## config.mk

```make
export PLATFORM = sky130hd
export DESIGN_NAME = cascaded_pid_balance_drive_top_flat
export DESIGN_NICKNAME = d
export VERILOG_FILES = /design/src/hdl/cpbd_pkg.sv /design/src/hdl/cpbd_channels.sv /design/src/hdl/cpbd_ctrl.sv /design/src/hdl/cpbd_datapath.sv /design/src/hdl/cascaded_pid_balance_drive_top.sv /design/src/flat_wrapper.sv
export SDC_FILE = /design/constraint.sdc
export NUM_CORES = 2
export LEC_CHECK = 0
export BUFFER_PORTS_ARGS = -buffer_cell sky130_fd_sc_hd__buf_2
export CAP_MARGIN = 15
export CELL_PAD_IN_SITES_DETAIL_PLACEMENT = 0
export CELL_PAD_IN_SITES_GLOBAL_PLACEMENT = 1
export CORE_ASPECT_RATIO = 0.75
export CORE_MARGIN = 3
export CORE_UTILIZATION = 33
export DETAILED_ROUTE_END_ITERATION = 10
export GPL_TIMING_DRIVEN = 0
export PLACE_DENSITY = 0.61
export SLEW_MARGIN = 5
export SYNTH_ARGS = -nofsm -noshare
export SYNTH_HDL_FRONTEND = slang
export SYNTH_SLANG_ARGS = --single-unit
```

## constraint.sdc

```tcl
create_clock -name clock -period 18.3 [get_ports clock]
set_input_delay 4.575 -clock clock [delete_from_list [all_inputs] [get_ports clock]]
set_output_delay 4.575 -clock clock [all_outputs]
set_load 0.1 [all_outputs]
```

## src/hdl/cpbd_pkg.sv

```systemverilog
package cpbd_pkg;

   localparam int DRIVE_LIMIT = 4096;
   localparam int AVG_TAPS    = 5;

   localparam int RATE_W  = 16;
   localparam int COUNT_W = 13;
   localparam int DUTY_W  = 13;

   localparam int CFG_NUM   = 8;
   localparam int CFG_IDX_W = 3;
   localparam int CFG_W     = 16;

   localparam logic [CFG_IDX_W-1:0] CFG_OUTER_P = 3'd0;
   localparam logic [CFG_IDX_W-1:0] CFG_OUTER_I = 3'd1;
   localparam logic [CFG_IDX_W-1:0] CFG_OUTER_D = 3'd2;
   localparam logic [CFG_IDX_W-1:0] CFG_WHEEL_P = 3'd3;
   localparam logic [CFG_IDX_W-1:0] CFG_WHEEL_I = 3'd4;
   localparam logic [CFG_IDX_W-1:0] CFG_WHEEL_D = 3'd5;
   localparam logic [CFG_IDX_W-1:0] CFG_BIAS    = 3'd6;
   localparam logic [CFG_IDX_W-1:0] CFG_C2S     = 3'd7;

   localparam logic [CFG_W-1:0] RST_OUTER_P = 16'(-1280);
   localparam logic [CFG_W-1:0] RST_OUTER_I = 16'(-77);
   localparam logic [CFG_W-1:0] RST_OUTER_D = 16'(-512);
   localparam logic [CFG_W-1:0] RST_WHEEL_P = 16'd2560;
   localparam logic [CFG_W-1:0] RST_WHEEL_I = 16'd2048;
   localparam logic [CFG_W-1:0] RST_WHEEL_D = 16'd1280;
   localparam logic [CFG_W-1:0] RST_BIAS    = 16'd10;
   localparam logic [CFG_W-1:0] RST_C2S     = 16'd8742;

   // running history sum and divide-by-taps via reciprocal
   localparam int SUM_W   = RATE_W + $clog2(AVG_TAPS);
   localparam int MAG_W   = SUM_W + 4;
   localparam int DIV_L   = $clog2(AVG_TAPS);
   localparam int DIV_SH  = MAG_W + DIV_L;
   localparam int RECIP_W = DIV_SH + 1;
   localparam int DPROD_W = MAG_W + RECIP_W;
   localparam int TAPS_W  = $clog2(AVG_TAPS + 1);
   localparam logic [RECIP_W-1:0] DIV_RECIP = RECIP_W'((64'd1 << DIV_SH) / AVG_TAPS);
   localparam int AVG_W   = MAG_W + 1;
   localparam int OERR_W  = AVG_W + 1;

   localparam int MUL_A_W = 17;
   localparam int MUL_B_W = 33;
   localparam int PROD_W  = MUL_A_W + MUL_B_W;
   localparam int ACC_W   = 52;
   localparam int DRIVE_W = $clog2(DRIVE_LIMIT + 1) + 1;

   localparam int OP_W = 3;
   localparam logic [OP_W-1:0] OP_OUT_P = 3'd0;
   localparam logic [OP_W-1:0] OP_OUT_I = 3'd1;
   localparam logic [OP_W-1:0] OP_OUT_D = 3'd2;
   localparam logic [OP_W-1:0] OP_SPEED = 3'd3;
   localparam logic [OP_W-1:0] OP_W_P   = 3'd4;
   localparam logic [OP_W-1:0] OP_W_I   = 3'd5;
   localparam logic [OP_W-1:0] OP_W_D   = 3'd6;

   typedef struct packed {
      logic              load;
      logic              gyro_step;
      logic              div_mul;
      logic              div_fix;
      logic              outer_upd;
      logic              mul_en;
      logic              acc_en;
      logic              acc_clr;
      logic              speed_upd;
      logic              werr_upd;
      logic              drive_upd;
      logic              out_load;
      logic [OP_W-1:0]   op;
      logic              wheel;
   } cmd_type;

   typedef struct packed {
      logic gyro_valid;
      logic out_busy;
   } status_type;

   typedef struct packed {
      logic signed [RATE_W-1:0]  gyro_rate;
      logic                      gyro_valid;
      logic signed [COUNT_W-1:0] left_count;
      logic signed [COUNT_W-1:0] right_count;
   } req_beat_type;

   typedef struct packed {
      logic [DUTY_W-1:0] left_duty;
      logic              left_reverse;
      logic [DUTY_W-1:0] right_duty;
      logic              right_reverse;
   } rsp_beat_type;

endpackage

```

## src/hdl/cpbd_channels.sv

```systemverilog
interface cpbd_req_if;
   import cpbd_pkg::*;

   logic                      valid;
   logic                      ready;
   logic signed [RATE_W-1:0]  gyro_rate;
   logic                      gyro_valid;
   logic signed [COUNT_W-1:0] left_count;
   logic signed [COUNT_W-1:0] right_count;

   modport source (output valid, output gyro_rate, output gyro_valid,
                   output left_count, output right_count, input ready);
   modport sink   (input valid, input gyro_rate, input gyro_valid,
                   input left_count, input right_count, output ready);
endinterface

interface cpbd_rsp_if;
   import cpbd_pkg::*;

   logic              valid;
   logic              ready;
   logic [DUTY_W-1:0] left_duty;
   logic              left_reverse;
   logic [DUTY_W-1:0] right_duty;
   logic              right_reverse;

   modport source (output valid, output left_duty, output left_reverse,
                   output right_duty, output right_reverse, input ready);
   modport sink   (input valid, input left_duty, input left_reverse,
                   input right_duty, input right_reverse, output ready);
endinterface

```

## src/hdl/cpbd_ctrl.sv

```systemverilog
module cpbd_ctrl (
   input  logic                 clock,
   input  logic                 reset,
   input  logic                 req_valid,
   output logic                 req_ready,
   input  cpbd_pkg::status_type status,
   output cpbd_pkg::cmd_type    cmd
);
   import cpbd_pkg::*;

   localparam logic [3:0] ST_IDLE      = 4'd0;
   localparam logic [3:0] ST_GYRO      = 4'd1;
   localparam logic [3:0] ST_DIV_MUL   = 4'd2;
   localparam logic [3:0] ST_DIV_FIX   = 4'd3;
   localparam logic [3:0] ST_OUTER     = 4'd4;
   localparam logic [3:0] ST_MUL       = 4'd5;
   localparam logic [3:0] ST_ACC       = 4'd6;
   localparam logic [3:0] ST_SPEED_CMD = 4'd7;
   localparam logic [3:0] ST_WHEEL_ERR = 4'd8;
   localparam logic [3:0] ST_DRIVE     = 4'd9;
   localparam logic [3:0] ST_DONE      = 4'd10;

   logic [3:0]      state_ff, state_in;
   logic [OP_W-1:0] op_ff, op_in;
   logic            wheel_ff, wheel_in;

   assign req_ready = (state_ff == ST_IDLE);

   always_comb begin
      state_in = state_ff;
      op_in    = op_ff;
      wheel_in = wheel_ff;
      cmd      = '0;
      cmd.op    = op_ff;
      cmd.wheel = wheel_ff;
      case (state_ff)
         ST_IDLE: begin
            if (req_valid) begin
               cmd.load = 1'b1;
               state_in = ST_GYRO;
            end
         end
         ST_GYRO: begin
            cmd.gyro_step = 1'b1;
            state_in = status.gyro_valid ? ST_DIV_MUL : ST_OUTER;
         end
         ST_DIV_MUL: begin
            cmd.div_mul = 1'b1;
            state_in = ST_DIV_FIX;
         end
         ST_DIV_FIX: begin
            cmd.div_fix = 1'b1;
            state_in = ST_OUTER;
         end
         ST_OUTER: begin
            cmd.outer_upd = 1'b1;
            cmd.acc_clr   = 1'b1;
            op_in    = OP_OUT_P;
            state_in = ST_MUL;
         end
         ST_MUL: begin
            cmd.mul_en = 1'b1;
            state_in = (op_ff == OP_SPEED) ? ST_WHEEL_ERR : ST_ACC;
         end
         ST_ACC: begin
            cmd.acc_en = 1'b1;
            if (op_ff == OP_OUT_D) begin
               state_in = ST_SPEED_CMD;
            end else if (op_ff == OP_W_D) begin
               state_in = ST_DRIVE;
            end else begin
               op_in    = op_ff + 1'b1;
               state_in = ST_MUL;
            end
         end
         ST_SPEED_CMD: begin
            cmd.speed_upd = 1'b1;
            op_in    = OP_SPEED;
            wheel_in = 1'b0;
            state_in = ST_MUL;
         end
         ST_WHEEL_ERR: begin
            cmd.werr_upd = 1'b1;
            cmd.acc_clr  = 1'b1;
            op_in    = OP_W_P;
            state_in = ST_MUL;
         end
         ST_DRIVE: begin
            cmd.drive_upd = 1'b1;
            if (!wheel_ff) begin
               wheel_in = 1'b1;
               op_in    = OP_SPEED;
               state_in = ST_MUL;
            end else begin
               state_in = ST_DONE;
            end
         end
         ST_DONE: begin
            if (!status.out_busy) begin
               cmd.out_load = 1'b1;
               state_in = ST_IDLE;
            end
         end
         default: begin
            state_in = ST_IDLE;
         end
      endcase
   end

   always_ff @(posedge clock) begin
      if (reset) begin
         state_ff <= ST_IDLE;
         op_ff    <= OP_OUT_P;
         wheel_ff <= 1'b0;
      end else begin
         state_ff <= state_in;
         op_ff    <= op_in;
         wheel_ff <= wheel_in;
      end
   end

endmodule

```

## src/hdl/cpbd_datapath.sv

```systemverilog
module cpbd_datapath (
   input  logic                            clock,
   input  logic                            reset,
   input  cpbd_pkg::cmd_type               cmd,
   output cpbd_pkg::status_type            status,
   input  cpbd_pkg::req_beat_type          req_beat,
   output cpbd_pkg::rsp_beat_type          rsp_beat,
   output logic                            rsp_valid,
   input  logic                            rsp_ready,
   input  logic                            csr_wr_en,
   input  logic [cpbd_pkg::CFG_IDX_W-1:0]  csr_index,
   input  logic [cpbd_pkg::CFG_W-1:0]      csr_data
);
   import cpbd_pkg::*;

   function automatic logic signed [31:0] sat32(input logic signed [47:0] v);
      if (v > 48'sd2147483647) begin
         return 32'sh7FFF_FFFF;
      end else if (v < -48'sd2147483648) begin
         return 32'sh8000_0000;
      end
      return v[31:0];
   endfunction

   // configuration
   logic [CFG_W-1:0] cfg_ff [CFG_NUM];

   always_ff @(posedge clock) begin
      if (reset) begin
         cfg_ff[CFG_OUTER_P] <= RST_OUTER_P;
         cfg_ff[CFG_OUTER_I] <= RST_OUTER_I;
         cfg_ff[CFG_OUTER_D] <= RST_OUTER_D;
         cfg_ff[CFG_WHEEL_P] <= RST_WHEEL_P;
         cfg_ff[CFG_WHEEL_I] <= RST_WHEEL_I;
         cfg_ff[CFG_WHEEL_D] <= RST_WHEEL_D;
         cfg_ff[CFG_BIAS]    <= RST_BIAS;
         cfg_ff[CFG_C2S]     <= RST_C2S;
      end else if (csr_wr_en) begin
         cfg_ff[csr_index] <= csr_data;
      end
   end

   // captured input beat
   req_beat_type in_ff;
   logic signed [COUNT_W-1:0] count_sel;

   always_ff @(posedge clock) begin
      if (cmd.load) begin
         in_ff <= req_beat;
      end
   end

   assign count_sel = cmd.wheel ? in_ff.right_count : in_ff.left_count;

   // gyro history with running sum
   logic signed [RATE_W-1:0] hist_ff [AVG_TAPS];
   logic signed [SUM_W-1:0]  sum_ff, sum_in;
   logic signed [RATE_W:0]   biased;
   logic signed [RATE_W-1:0] sample;

   assign biased = (RATE_W+1)'(in_ff.gyro_rate) + (RATE_W+1)'($signed(cfg_ff[CFG_BIAS]));

   always_comb begin
      if (biased > 17'sd32767) begin
         sample = 16'sh7FFF;
      end else if (biased < -17'sd32768) begin
         sample = 16'sh8000;
      end else begin
         sample = biased[RATE_W-1:0];
      end
   end

   assign sum_in = sum_ff + SUM_W'(sample) - SUM_W'(hist_ff[AVG_TAPS-1]);

   always_ff @(posedge clock) begin
      if (reset) begin
         for (int i = 0; i < AVG_TAPS; i++) begin
            hist_ff[i] <= '0;
         end
         sum_ff <= '0;
      end else if (cmd.gyro_step && in_ff.gyro_valid) begin
         for (int i = 1; i < AVG_TAPS; i++) begin
            hist_ff[i] <= hist_ff[i-1];
         end
         hist_ff[0] <= sample;
         sum_ff     <= sum_in;
      end
   end

   // average: |sum*16| / taps by reciprocal multiply, one correction step
   logic signed [SUM_W:0]           sum_ext, sum_abs;
   logic [MAG_W-1:0]                x_mag, q0, q_fix;
   logic [DPROD_W-1:0]              dprod_ff;
   logic [MAG_W+TAPS_W-1:0]         q0_t, rem;
   logic signed [AVG_W-1:0]         q_s, avg_ff;

   assign sum_ext = (SUM_W+1)'(sum_ff);
   assign sum_abs = (sum_ext < 0) ? -sum_ext : sum_ext;
   assign x_mag   = {sum_abs[SUM_W-1:0], 4'b0000};
   assign q0      = dprod_ff[DIV_SH +: MAG_W];
   assign q0_t    = (MAG_W+TAPS_W)'(q0) * (MAG_W+TAPS_W)'(AVG_TAPS);
   assign rem     = (MAG_W+TAPS_W)'(x_mag) - q0_t;
   assign q_fix   = (rem >= (MAG_W+TAPS_W)'(AVG_TAPS)) ? q0 + 1'b1 : q0;
   assign q_s     = $signed({1'b0, q_fix});

   always_ff @(posedge clock) begin
      if (cmd.div_mul) begin
         dprod_ff <= DPROD_W'(x_mag) * DPROD_W'(DIV_RECIP);
      end
   end

   // outer loop state
   logic signed [OERR_W-1:0]  e_o, oprev_ff;
   logic signed [31:0]        oint_ff, cmd_ff;
   logic signed [MUL_B_W-1:0] dterm_ff, err_ext;
   logic signed [31:0]        err_ff;

   assign e_o = -(OERR_W'(avg_ff));

   // shared multiplier and accumulator
   logic signed [MUL_A_W-1:0] mul_a;
   logic signed [MUL_B_W-1:0] mul_b;
   logic signed [PROD_W-1:0]  prod_ff;
   logic signed [ACC_W-1:0]   acc_ff;
   logic signed [31:0]        wint_ff [2];
   logic signed [31:0]        wprev_ff [2];
   logic                      acc_sub;

   always_comb begin
      case (cmd.op)
         OP_OUT_P: begin
            mul_a = MUL_A_W'($signed(cfg_ff[CFG_OUTER_P]));
            mul_b = MUL_B_W'(avg_ff);
         end
         OP_OUT_I: begin
            mul_a = MUL_A_W'($signed(cfg_ff[CFG_OUTER_I]));
            mul_b = MUL_B_W'(oint_ff);
         end
         OP_OUT_D: begin
            mul_a = MUL_A_W'($signed(cfg_ff[CFG_OUTER_D]));
            mul_b = dterm_ff;
         end
         OP_SPEED: begin
            mul_a = $signed({1'b0, cfg_ff[CFG_C2S]});
            mul_b = MUL_B_W'(count_sel);
         end
         OP_W_P: begin
            mul_a = MUL_A_W'($signed(cfg_ff[CFG_WHEEL_P]));
            mul_b = MUL_B_W'(err_ff);
         end
         OP_W_I: begin
            mul_a = MUL_A_W'($signed(cfg_ff[CFG_WHEEL_I]));
            mul_b = MUL_B_W'(wint_ff[cmd.wheel]);
         end
         OP_W_D: begin
            mul_a = MUL_A_W'($signed(cfg_ff[CFG_WHEEL_D]));
            mul_b = dterm_ff;
         end
         default: begin
            mul_a = '0;
            mul_b = '0;
         end
      endcase
   end

   assign acc_sub = (cmd.op == OP_OUT_D) || (cmd.op == OP_W_D);

   always_ff @(posedge clock) begin
      if (cmd.mul_en) begin
         prod_ff <= PROD_W'(mul_a) * PROD_W'(mul_b);
      end
   end

   always_ff @(posedge clock) begin
      if (cmd.acc_clr) begin
         acc_ff <= '0;
      end else if (cmd.acc_en) begin
         acc_ff <= acc_sub ? acc_ff - ACC_W'(prod_ff) : acc_ff + ACC_W'(prod_ff);
      end
   end

   // wheel error terms
   logic signed [PROD_W-1:0]  speed;
   logic signed [31:0]        err_w;
   logic signed [ACC_W-1:0]   cmd_shift, drv_shift;

   assign speed     = prod_ff >>> 4;
   assign err_w     = sat32(48'(cmd_ff) - 48'(speed));
   assign err_ext   = MUL_B_W'(err_w);
   assign cmd_shift = acc_ff >>> 8;
   assign drv_shift = acc_ff >>> 16;

   always_ff @(posedge clock) begin
      if (reset) begin
         avg_ff      <= '0;
         oprev_ff    <= '0;
         oint_ff     <= '0;
         cmd_ff      <= '0;
         wint_ff[0]  <= '0;
         wint_ff[1]  <= '0;
         wprev_ff[0] <= '0;
         wprev_ff[1] <= '0;
      end else begin
         if (cmd.div_fix) begin
            avg_ff <= (sum_ff < 0) ? -q_s : q_s;
         end
         if (cmd.outer_upd) begin
            oprev_ff <= e_o;
            oint_ff  <= sat32(48'(oint_ff) + 48'(e_o));
         end
         if (cmd.speed_upd) begin
            cmd_ff <= sat32(48'(cmd_shift));
         end
         if (cmd.werr_upd) begin
            wint_ff[cmd.wheel]  <= sat32(48'(wint_ff[cmd.wheel]) + 48'(err_w));
            wprev_ff[cmd.wheel] <= err_w;
         end
      end
   end

   always_ff @(posedge clock) begin
      if (cmd.outer_upd) begin
         dterm_ff <= MUL_B_W'(e_o) - MUL_B_W'(oprev_ff);
      end else if (cmd.werr_upd) begin
         dterm_ff <= err_ext - MUL_B_W'(wprev_ff[cmd.wheel]);
      end
      if (cmd.werr_upd) begin
         err_ff <= err_w;
      end
   end

   // drive clamp and split
   logic signed [ACC_W-1:0]   lim;
   logic signed [DRIVE_W-1:0] drive, drive_mag;
   logic [DUTY_W-1:0]         duty_ff [2];
   logic                      rev_ff [2];

   assign lim = ACC_W'(DRIVE_LIMIT);

   always_comb begin
      if (drv_shift > lim) begin
         drive = DRIVE_W'(lim);
      end else if (drv_shift < -lim) begin
         drive = DRIVE_W'(-lim);
      end else begin
         drive = DRIVE_W'(drv_shift);
      end
   end

   assign drive_mag = (drive < 0) ? -drive : drive;

   always_ff @(posedge clock) begin
      if (cmd.drive_upd) begin
         duty_ff[cmd.wheel] <= DUTY_W'($unsigned(drive_mag));
         rev_ff[cmd.wheel]  <= (drive < 0);
      end
   end

   // result register
   logic rsp_valid_ff;

   always_ff @(posedge clock) begin
      if (reset) begin
         rsp_valid_ff <= 1'b0;
      end else if (cmd.out_load) begin
         rsp_valid_ff <= 1'b1;
      end else if (rsp_ready) begin
         rsp_valid_ff <= 1'b0;
      end
   end

   always_ff @(posedge clock) begin
      if (cmd.out_load) begin
         rsp_beat.left_duty     <= duty_ff[0];
         rsp_beat.left_reverse  <= rev_ff[0];
         rsp_beat.right_duty    <= duty_ff[1];
         rsp_beat.right_reverse <= rev_ff[1];
      end
   end

   assign rsp_valid         = rsp_valid_ff;
   assign status.out_busy   = rsp_valid_ff && !rsp_ready;
   assign status.gyro_valid = in_ff.gyro_valid;

endmodule

```

## src/hdl/cascaded_pid_balance_drive_top.sv

```systemverilog
// Cascaded PID balance drive. One beat on req_ch is one control tick: a gyro
// pitch-rate sample (used only when gyro_valid is set) and the two wheel encoder
// deltas; one beat on rsp_ch carries the duty magnitude and reverse flag of each
// wheel. The single shared 17x33 multiplier runs the outer loop's three products
// and, per wheel, the speed scaling and three products, each product a multiply
// step then an accumulate step; the speed scaling is not accumulated. A tick
// with a gyro sample also runs the divide states. A new tick is accepted while
// the previous result still waits on rsp_ch; the block stalls only when a
// finished result finds that register still occupied. Registers on csr_* are
// to be written while no tick is in flight; the block does not enforce this.
module cascaded_pid_balance_drive_top (
   input  logic                            clock,
   input  logic                            reset,
   cpbd_req_if.sink                        req_ch,
   cpbd_rsp_if.source                      rsp_ch,
   input  logic                            csr_wr_en,
   input  logic [cpbd_pkg::CFG_IDX_W-1:0]  csr_index,
   input  logic [cpbd_pkg::CFG_W-1:0]      csr_data
);
   import cpbd_pkg::*;

   cmd_type      cmd;
   status_type   status;
   req_beat_type req_beat;
   rsp_beat_type rsp_beat;
   logic         ready;

   assign req_ch.ready         = ready;
   assign req_beat.gyro_rate   = req_ch.gyro_rate;
   assign req_beat.gyro_valid  = req_ch.gyro_valid;
   assign req_beat.left_count  = req_ch.left_count;
   assign req_beat.right_count = req_ch.right_count;

   assign rsp_ch.left_duty     = rsp_beat.left_duty;
   assign rsp_ch.left_reverse  = rsp_beat.left_reverse;
   assign rsp_ch.right_duty    = rsp_beat.right_duty;
   assign rsp_ch.right_reverse = rsp_beat.right_reverse;

   cpbd_ctrl u_ctrl (
      .clock     (clock),
      .reset     (reset),
      .req_valid (req_ch.valid),
      .req_ready (ready),
      .status    (status),
      .cmd       (cmd)
   );

   cpbd_datapath u_datapath (
      .clock     (clock),
      .reset     (reset),
      .cmd       (cmd),
      .status    (status),
      .req_beat  (req_beat),
      .rsp_beat  (rsp_beat),
      .rsp_valid (rsp_ch.valid),
      .rsp_ready (rsp_ch.ready),
      .csr_wr_en (csr_wr_en),
      .csr_index (csr_index),
      .csr_data  (csr_data)
   );

endmodule
```

## src/flat_wrapper.sv

```systemverilog
// flat-port wrapper written by rule: the top's interface ports become plain ports
module cascaded_pid_balance_drive_top_flat import cpbd_pkg::*;
  (clock, reset, csr_wr_en, csr_index, csr_data, req_ch_valid, req_ch_gyro_rate, req_ch_gyro_valid, req_ch_left_count, req_ch_right_count, req_ch_ready, rsp_ch_valid, rsp_ch_left_duty, rsp_ch_left_reverse, rsp_ch_right_duty, rsp_ch_right_reverse, rsp_ch_ready);
  cpbd_req_if req_ch_i ();
  cpbd_rsp_if rsp_ch_i ();
  input  logic clock;
  input  logic reset;
  input  logic csr_wr_en;
  input  logic [cpbd_pkg::CFG_IDX_W-1:0] csr_index;
  input  logic [cpbd_pkg::CFG_W-1:0] csr_data;
  input wire logic [$bits(req_ch_i.valid)-1:0] req_ch_valid;
  input wire logic [$bits(req_ch_i.gyro_rate)-1:0] req_ch_gyro_rate;
  input wire logic [$bits(req_ch_i.gyro_valid)-1:0] req_ch_gyro_valid;
  input wire logic [$bits(req_ch_i.left_count)-1:0] req_ch_left_count;
  input wire logic [$bits(req_ch_i.right_count)-1:0] req_ch_right_count;
  output wire logic [$bits(req_ch_i.ready)-1:0] req_ch_ready;
  output wire logic [$bits(rsp_ch_i.valid)-1:0] rsp_ch_valid;
  output wire logic [$bits(rsp_ch_i.left_duty)-1:0] rsp_ch_left_duty;
  output wire logic [$bits(rsp_ch_i.left_reverse)-1:0] rsp_ch_left_reverse;
  output wire logic [$bits(rsp_ch_i.right_duty)-1:0] rsp_ch_right_duty;
  output wire logic [$bits(rsp_ch_i.right_reverse)-1:0] rsp_ch_right_reverse;
  input wire logic [$bits(rsp_ch_i.ready)-1:0] rsp_ch_ready;
  assign req_ch_i.valid = req_ch_valid;
  assign req_ch_i.gyro_rate = req_ch_gyro_rate;
  assign req_ch_i.gyro_valid = req_ch_gyro_valid;
  assign req_ch_i.left_count = req_ch_left_count;
  assign req_ch_i.right_count = req_ch_right_count;
  assign req_ch_ready = req_ch_i.ready;
  assign rsp_ch_valid = rsp_ch_i.valid;
  assign rsp_ch_left_duty = rsp_ch_i.left_duty;
  assign rsp_ch_left_reverse = rsp_ch_i.left_reverse;
  assign rsp_ch_right_duty = rsp_ch_i.right_duty;
  assign rsp_ch_right_reverse = rsp_ch_i.right_reverse;
  assign rsp_ch_i.ready = rsp_ch_ready;
  cascaded_pid_balance_drive_top u_core (.clock(clock), .reset(reset), .req_ch(req_ch_i), .rsp_ch(rsp_ch_i), .csr_wr_en(csr_wr_en), .csr_index(csr_index), .csr_data(csr_data));
endmodule
```

### Yosys cells after proc, flatten, opt, wreduce, memory -nomap -nowiden

Memory sizes are Yosys's and may differ from the RTL's. A register that Yosys moved wholly into a read port is not among the register bits.
Cells that the tools add are included.

| storage, ports and cells | value |
|---|---|
| memories kept | 6 |
| flip-flop bits (word level) | 392 |
| ROM bits | 0 |
| memory bits (writable) | 364 |
| latch bits | 0 |
| logic and storage cells | 205 |

Memories:

| memory | words | bits a word | read ports | clocked after memory_dff | write ports | RTL line | text |
|---|---|---|---|---|---|---|---|
| u_core.u_datapath.cfg_ff | 8 | 16 | 8 | 0 | 8 | cpbd_datapath.sv:26 | `logic [CFG_W-1:0] cfg_ff [CFG_NUM];` |
| u_core.u_datapath.hist_ff | 5 | 16 | 5 | 0 | 5 | cpbd_datapath.sv:56 | `logic signed [RATE_W-1:0] hist_ff [AVG_TAPS];` |
| u_core.u_datapath.wint_ff | 2 | 32 | 1 | 1 | 2 | cpbd_datapath.sv:125 | `logic signed [31:0] wint_ff [2];` |
| u_core.u_datapath.wprev_ff | 2 | 32 | 1 | 1 | 2 | cpbd_datapath.sv:126 | `logic signed [31:0] wprev_ff [2];` |
| u_core.u_datapath.duty_ff | 2 | 13 | 2 | 2 | 1 | cpbd_datapath.sv:235 | `logic [DUTY_W-1:0] duty_ff [2];` |
| u_core.u_datapath.rev_ff | 2 | 1 | 2 | 2 | 1 | cpbd_datapath.sv:236 | `logic rev_ff [2];` |

| operators by class | value |
|---|---|
| multiply operators | 3 |
| shift operators | 0 |
| reductions and logical operators | 18 |
| muxes and demuxes | 102 |
| magnitude comparators | 15 |
| div/mod/pow operators | 0 |
| bitwise logic cells | 5 |
| equality and inequality tests | 21 |
| add/subtract/negate cells | 17 |

Operator list:

| kind | count |
|---|---|
| $mux 32 | 16 |
| $pmux 33 s6 | 1 |
| $mux 16 | 8 |
| $pmux 17 s7 | 1 |
| $gt 33x32->1 const B | 2 |
| $lt 33x32->1 const B | 2 |
| $mux 33 | 2 |
| $reduce_or 32->1 | 2 |
| $add 52x50->52 | 1 |
| $mux 1 | 52 |
| $mux 52 | 1 |
| $sub 52x50->52 | 1 |
| $mul 17x33->50 | 1 |
| $gt 47x32->1 const B | 1 |
| $lt 47x32->1 const B | 1 |
| $sub 32x46->47 | 1 |
| $gt 44x32->1 const B | 1 |
| $lt 44x32->1 const B | 1 |
| $mul 19x22->41 const B | 1 |
| $gt 36x14->1 const B | 1 |
| $lt 36x13->1 const B | 1 |
| $pmux 4 s9 | 1 |
| $add 32x25->33 | 1 |
| $add 32x32->33 | 1 |
| other kinds (48) | 80 |

### Depth between registers and ports, before layout

| depth | value |
|---|---|
| depth in word-level cells | 15 |
| depth in mapped cells | 37 |
| mapped depth without buffers | 34 |

### By module

Synthesis repeated with hierarchy kept, for this count alone.

| second synthesis, totals | value |
|---|---|
| cell total of the unflattened synthesis | 7479 |
| area total of the unflattened synthesis | 71599.9 um^2 |

Modules (own cells, without submodules):

| module | area each (um^2) | seq. area each (um^2) | cells an instance | instances |
|---|---|---|---|---|
| cpbd_datapath | 70921.8 | 20850.0 | 7385 | 1 |
| cpbd_ctrl | 678.2 | 160.2 | 94 | 1 |

### Worst setup path before layout

Ideal clock, no wire load.

| timing | value |
|---|---|
| kind | register -> register |
| start point | register u_core.u_ctrl.op_ff[2] |
| end point | register u_core.u_datapath.prod_ff[43] (data pin) |
| slack | 9.300 ns |
| data required time | 18.041 ns |
| period minus slack after synthesis | 9.000 ns |
| setup time | 0.259 ns |
| arrival time | 8.741 ns |
| buffers on the path | 4 |
| stages on the path, launching flop included | 33 |
| cells stage by stage | dfxtp_1 > inv_1 > clkbuf_1 > clkbuf_1 > ha_1 > nor3_1 > clkbuf_1 > a31o_2 > buf_1 > nand2_1 > fa_1 > fa_1 > inv_1 > fa_1 > inv_1 > fa_1 > fa_1 > inv_1 > fa_1 > ha_1 > a21o_1 > a21o_1 > a211o_1 > a2bb2oi_1 > a22o_1 > a21oi_1 > o21ai_0 > o41ai_1 > o21ai_0 > a21o_1 > a311o_1 > a21oi_1 > xnor2_1 |

| between the ends | value |
|---|---|
| longest elaborated chain between the ends | 4 |
| elaborated cells between the ends (all ways) | 11 |
| classes of those cells | mul (1); eq/ne (6); mux (2); reduce/logical (2) |

RTL lines:

| what | RTL line | text |
|---|---|---|
| start, declared | cpbd_ctrl.sv:24 | `logic [OP_W-1:0] op_ff, op_in;` |
| start signal, assigned | cpbd_ctrl.sv:117 | `op_ff <= op_in;` |
| $eq 3x2->1 or $eq 3x3->1 (tied branches) | cpbd_datapath.sv:130 | `case (cmd.op)` |
| $reduce_or 2->1 (no line) | -- |  |
| $pmux 33 s6 | cpbd_datapath.sv:130 |  |
| $mul 17x33->50 * | cpbd_datapath.sv:170 | `prod_ff <= PROD_W'(mul_a) * PROD_W'(mul_b);` |
| end signal, assigned | cpbd_datapath.sv:170 |  |
| end, declared | cpbd_datapath.sv:123 | `logic signed [PROD_W-1:0] prod_ff;` |

Every way passes the cells marked *; elsewhere a longest branch is shown, timed or not.
A chain may end at the register's enable or synchronous reset.

### Final worst setup path

Ends and elaborated chain as after synthesis.

==> impl_results.md <==
- Max-Slew Margin vs Limit: -0.0236
- Crit path capture: u_core.u_datapath.prod_ff[43]
- Async set-or-reset flop fraction in the synthesized netlist: 0
- Vias in the first global route: 56100
- Max Root-Sink Buffers: 3
- Min Tclk post-route: 14040 ps
- Worst-margin pin slew: 1540 ps
- Drt wl/cell: 24.3 um
- Die area: 221000 um^2
- Drt first-iter violations: 5630
- Detailed Place HPWL: 211 mm
- Yosys warning count: 0
- Hold WS: 413 ps
- MaxCap Viol Count: 0
- Hold Path Class: reg2reg
- CP delay by family, top: compound AO/OA/AOI/OAI gates
- First-pass GRT wire length: 380 mm
- CTS tree: built
- Delay of the slowest critical-path stage: 930 ps
- Final Setup Violations: 0
- Die Ht: 408 um
- Fin. max-slew vios: 1
- Cell area after layout: 78900 um^2
- Fin Setup TNS: 0 ps
- Initial antenna violation count: 22
- Final period utilization: 0.767
- Synth Net Count: 8753
- Worst-Skew Late Latency: 740 ps
- Mapped Avg Cell Area: 9.51 um^2
- DRC: 0
- CP max stage cell: o41ai_1
- DR WL met3: 22.5 mm
- WP data arrival: 14370 ps
- Layout Skew: 58.7 ps
- Buffers plus inverters on the worst setup path: 9
- Final #Nets: 8998
- Outcome: complete, but fails checks
- Tot GR Track Use: 0.230
- Worst endpoint required time: 18630 ps
- Filler cells: 21600
- Met1 wire length: 129 mm
- Mapped Cells: 7478
- IO buf count: 96
- Crit path max fanout: 10
- Layout cells sized above 1: 0.0650
- Post-synth EDFFs: 571
- Detail Route Antenna Nets: 0
- Finished Layout Cells: 10600
- Setup crit end kind: flip-flop
- Highest routed layer: met5
- Synth Flop Type: edfxtp_1
- Mapped Area: 71100 um^2
- Num CTS Buffers: 91
- Layout area overhead: 11.0%
- Worst Reg-to-Reg Cells: 31
- RR Startpoint: u_core.u_ctrl.op_ff[2]
- Largest net degree at the start of global routing: 88
- DR pass1 iterations: 6
- Gpl congestion: 0.944
- Unique cell type count in the Yosys netlist: 97
- Placed Area: 75700 um^2
- I/O pin count: 97
- Die W: 542 um
- Post-CTS setup buffer count: 0
- Worst R2R Setup Slack: 4260 ps
- Reg clk slew, reported paths: 60 ps
- Synth Register Bits: 765
- Crit path launch: u_core.u_ctrl.op_ff[2]
- CORE AREA: 213000 um^2
- R2R Path End: u_core.u_datapath.prod_ff[43]
- Via count: 57400
- Clk sinks: 765
- WP depth: 31
- Critical setup path kind: reg2reg
- # H-tree levels: 3
- Post-Place Cells: 10400
- Final Hold Fails: 0
- RSZ-0062 raised after global routing: no
- Root Buffer: clkbuf_16
- Drt total wl: 258 mm
- Fmax: 71.2 MHz
- Initial Util: 0.334
- Post-cts sizing count: 0
- Failing checks: max-slew violations
- Cell row count: 146
- Gr ovfl total: 0
- Vias/cell: 5.41
- Routed length on met2: 101 mm
- CTS hold repair buffers: 0
- Worst setup SP type: flip-flop
- Seq/Total Area, Yosys: 0.296
==> worst min-delay path by stage <==
| stage | startpoint | to | slack, ps | depth (start not counted) |
|---|---|---|---|---|
| final | u_core.u_datapath.duty_ff[0][10] | rsp_ch_left_duty[10] | 410 | 0 |
| after global routing | u_core.u_datapath.duty_ff[0][10] | rsp_ch_left_duty[10] | 420 | 0 |
| after CTS | u_core.u_datapath.duty_ff[0][10] | rsp_ch_left_duty[10] | 420 | 0 |
| after detailed placement | u_core.u_datapath.duty_ff[0][12] | rsp_ch_left_duty[12] | 400 | 0 |
| after global placement | u_core.u_datapath.duty_ff[0][10] | rsp_ch_left_duty[10] | 400 | 0 |
| after floorplan | u_core.u_datapath.duty_ff[0][0] | rsp_ch_left_duty[0] | 400 | 0 |
==> logic make-up (layout without fill, tap and decap cells) <==
group | count (synthesis) | in the layout | share of synthesized area
XOR/XNOR | 385 | 385 | 0.0474
adder cells (fa/ha/maj) | 1243 | 1243 | 0.287
AO/OA/AOI/OAI | 1565 | 1565 | 0.143
other | 0 | 5 | 0
flip-flops | 765 | 765 | 0.296
buffers and inverters | 1177 | 1499 | 0.0626
multiplexers | 111 | 111 | 0.0168
AND/OR/NAND/NOR | 2232 | 2232 | 0.147
==> routing by layer <==
layer  vias up  GRT usage
met5         -          0
met4         8     0.0451
met3       228     0.0472
met2      2097      0.314
met1     28800      0.368
li1      26200          -
==> stage by stage <==
step / worst slack (ps) / utilization
floorplan: 9300 / -
global placement: 4640 / 0.353
detailed placement: 4630 / 0.356
CTS: 4590 / 0.371
global route: 4010 / 0.371
finish: 4260 / 0.371
==> sequential cells by signal, indices dropped and copies added (netlist names), 33 cells and up, named ones only <==
| signal | cells |
|---|---|
| u_core.u_datapath.wint_ff | 64 |
| u_core.u_datapath.hist_ff | 80 |
| u_core.u_datapath.cfg_ff | 128 |
| u_core.u_datapath.acc_ff | 52 |
| u_core.u_datapath.in_ff | 42 |
| u_core.u_datapath.prod_ff | 50 |
| u_core.u_datapath.wprev_ff | 64 |
| u_core.u_datapath.dterm_ff | 33 |
==> cell usage after synthesis, types with 18 or more instances <==
cell	instances	area, um^2
a211oi_1	69	518
a21o_1	163	1220
a21oi_1	539	2700
a221o_1	18	180
a221oi_1	18	158
a222oi_1	47	470
a22o_1	26	228
a31o_2	31	272
a31oi_1	71	444
and2_1	161	1010
and3_1	55	344
buf_1	25	93.8
clkbuf_1	282	1060
dfxtp_1	194	3880
edfxtp_1	571	17100
fa_1	663	13300
ha_1	545	6820
inv_1	854	3210
maj3_1	35	350
mux2_2	61	687
mux2i_1	49	490
nand2_1	679	2550
nand2b_1	96	601
nand3_1	90	450
nand4_1	43	269
nor2_1	675	2530
nor2b_1	70	438
nor3_1	143	716
nor4_1	27	169
o211ai_1	29	218
o21a_1	66	495
o21ai_0	241	1210
o21bai_1	35	263
o22ai_1	27	169
o31ai_1	27	203
or2_2	58	363
or3_1	62	388
xnor2_1	263	2300
xor2_1	122	1070
==> cell usage in the layout, fill, tap and decap left out, types with 62 or more instances in the layout <==
master	Yosys	layout
nor2_1	675	672
and2_1	161	160
xor2_1	122	122
nand2b_1	96	94
nor3_1	143	138
inv_1	854	853
clkbuf_1	282	297
dfxtp_1	194	194
o21ai_0	241	241
nor2b_1	70	70
xnor2_1	263	262
o21a_1	66	66
or3_1	62	62
ha_1	545	545
a21o_1	163	163
fa_1	663	663
clkbuf_16	0	92
a31oi_1	71	67
buf_2	12	116
edfxtp_1	571	571
nand3_1	90	90
a211oi_1	69	69
a21oi_1	539	538
nand2_1	679	679
==> cell type report <==
class,instances,area [um^2],area share
diodes,5,12.5,0.000159
well taps,2812,3520,0.0446
plain buffers,322,1250,0.0158
flip-flops and latches,765,21000,0.267
clock buffers,116,2450,0.0310
repair buffers,152,1020,0.0129
clock inverters,54,666,0.00844
multi-input cells,5536,45700,0.580
inverters,855,3210,0.0407
Power is left out: the tool's default activity adds up to more than one toggle a clock period on the data nets, which glitch-free logic cannot reach.
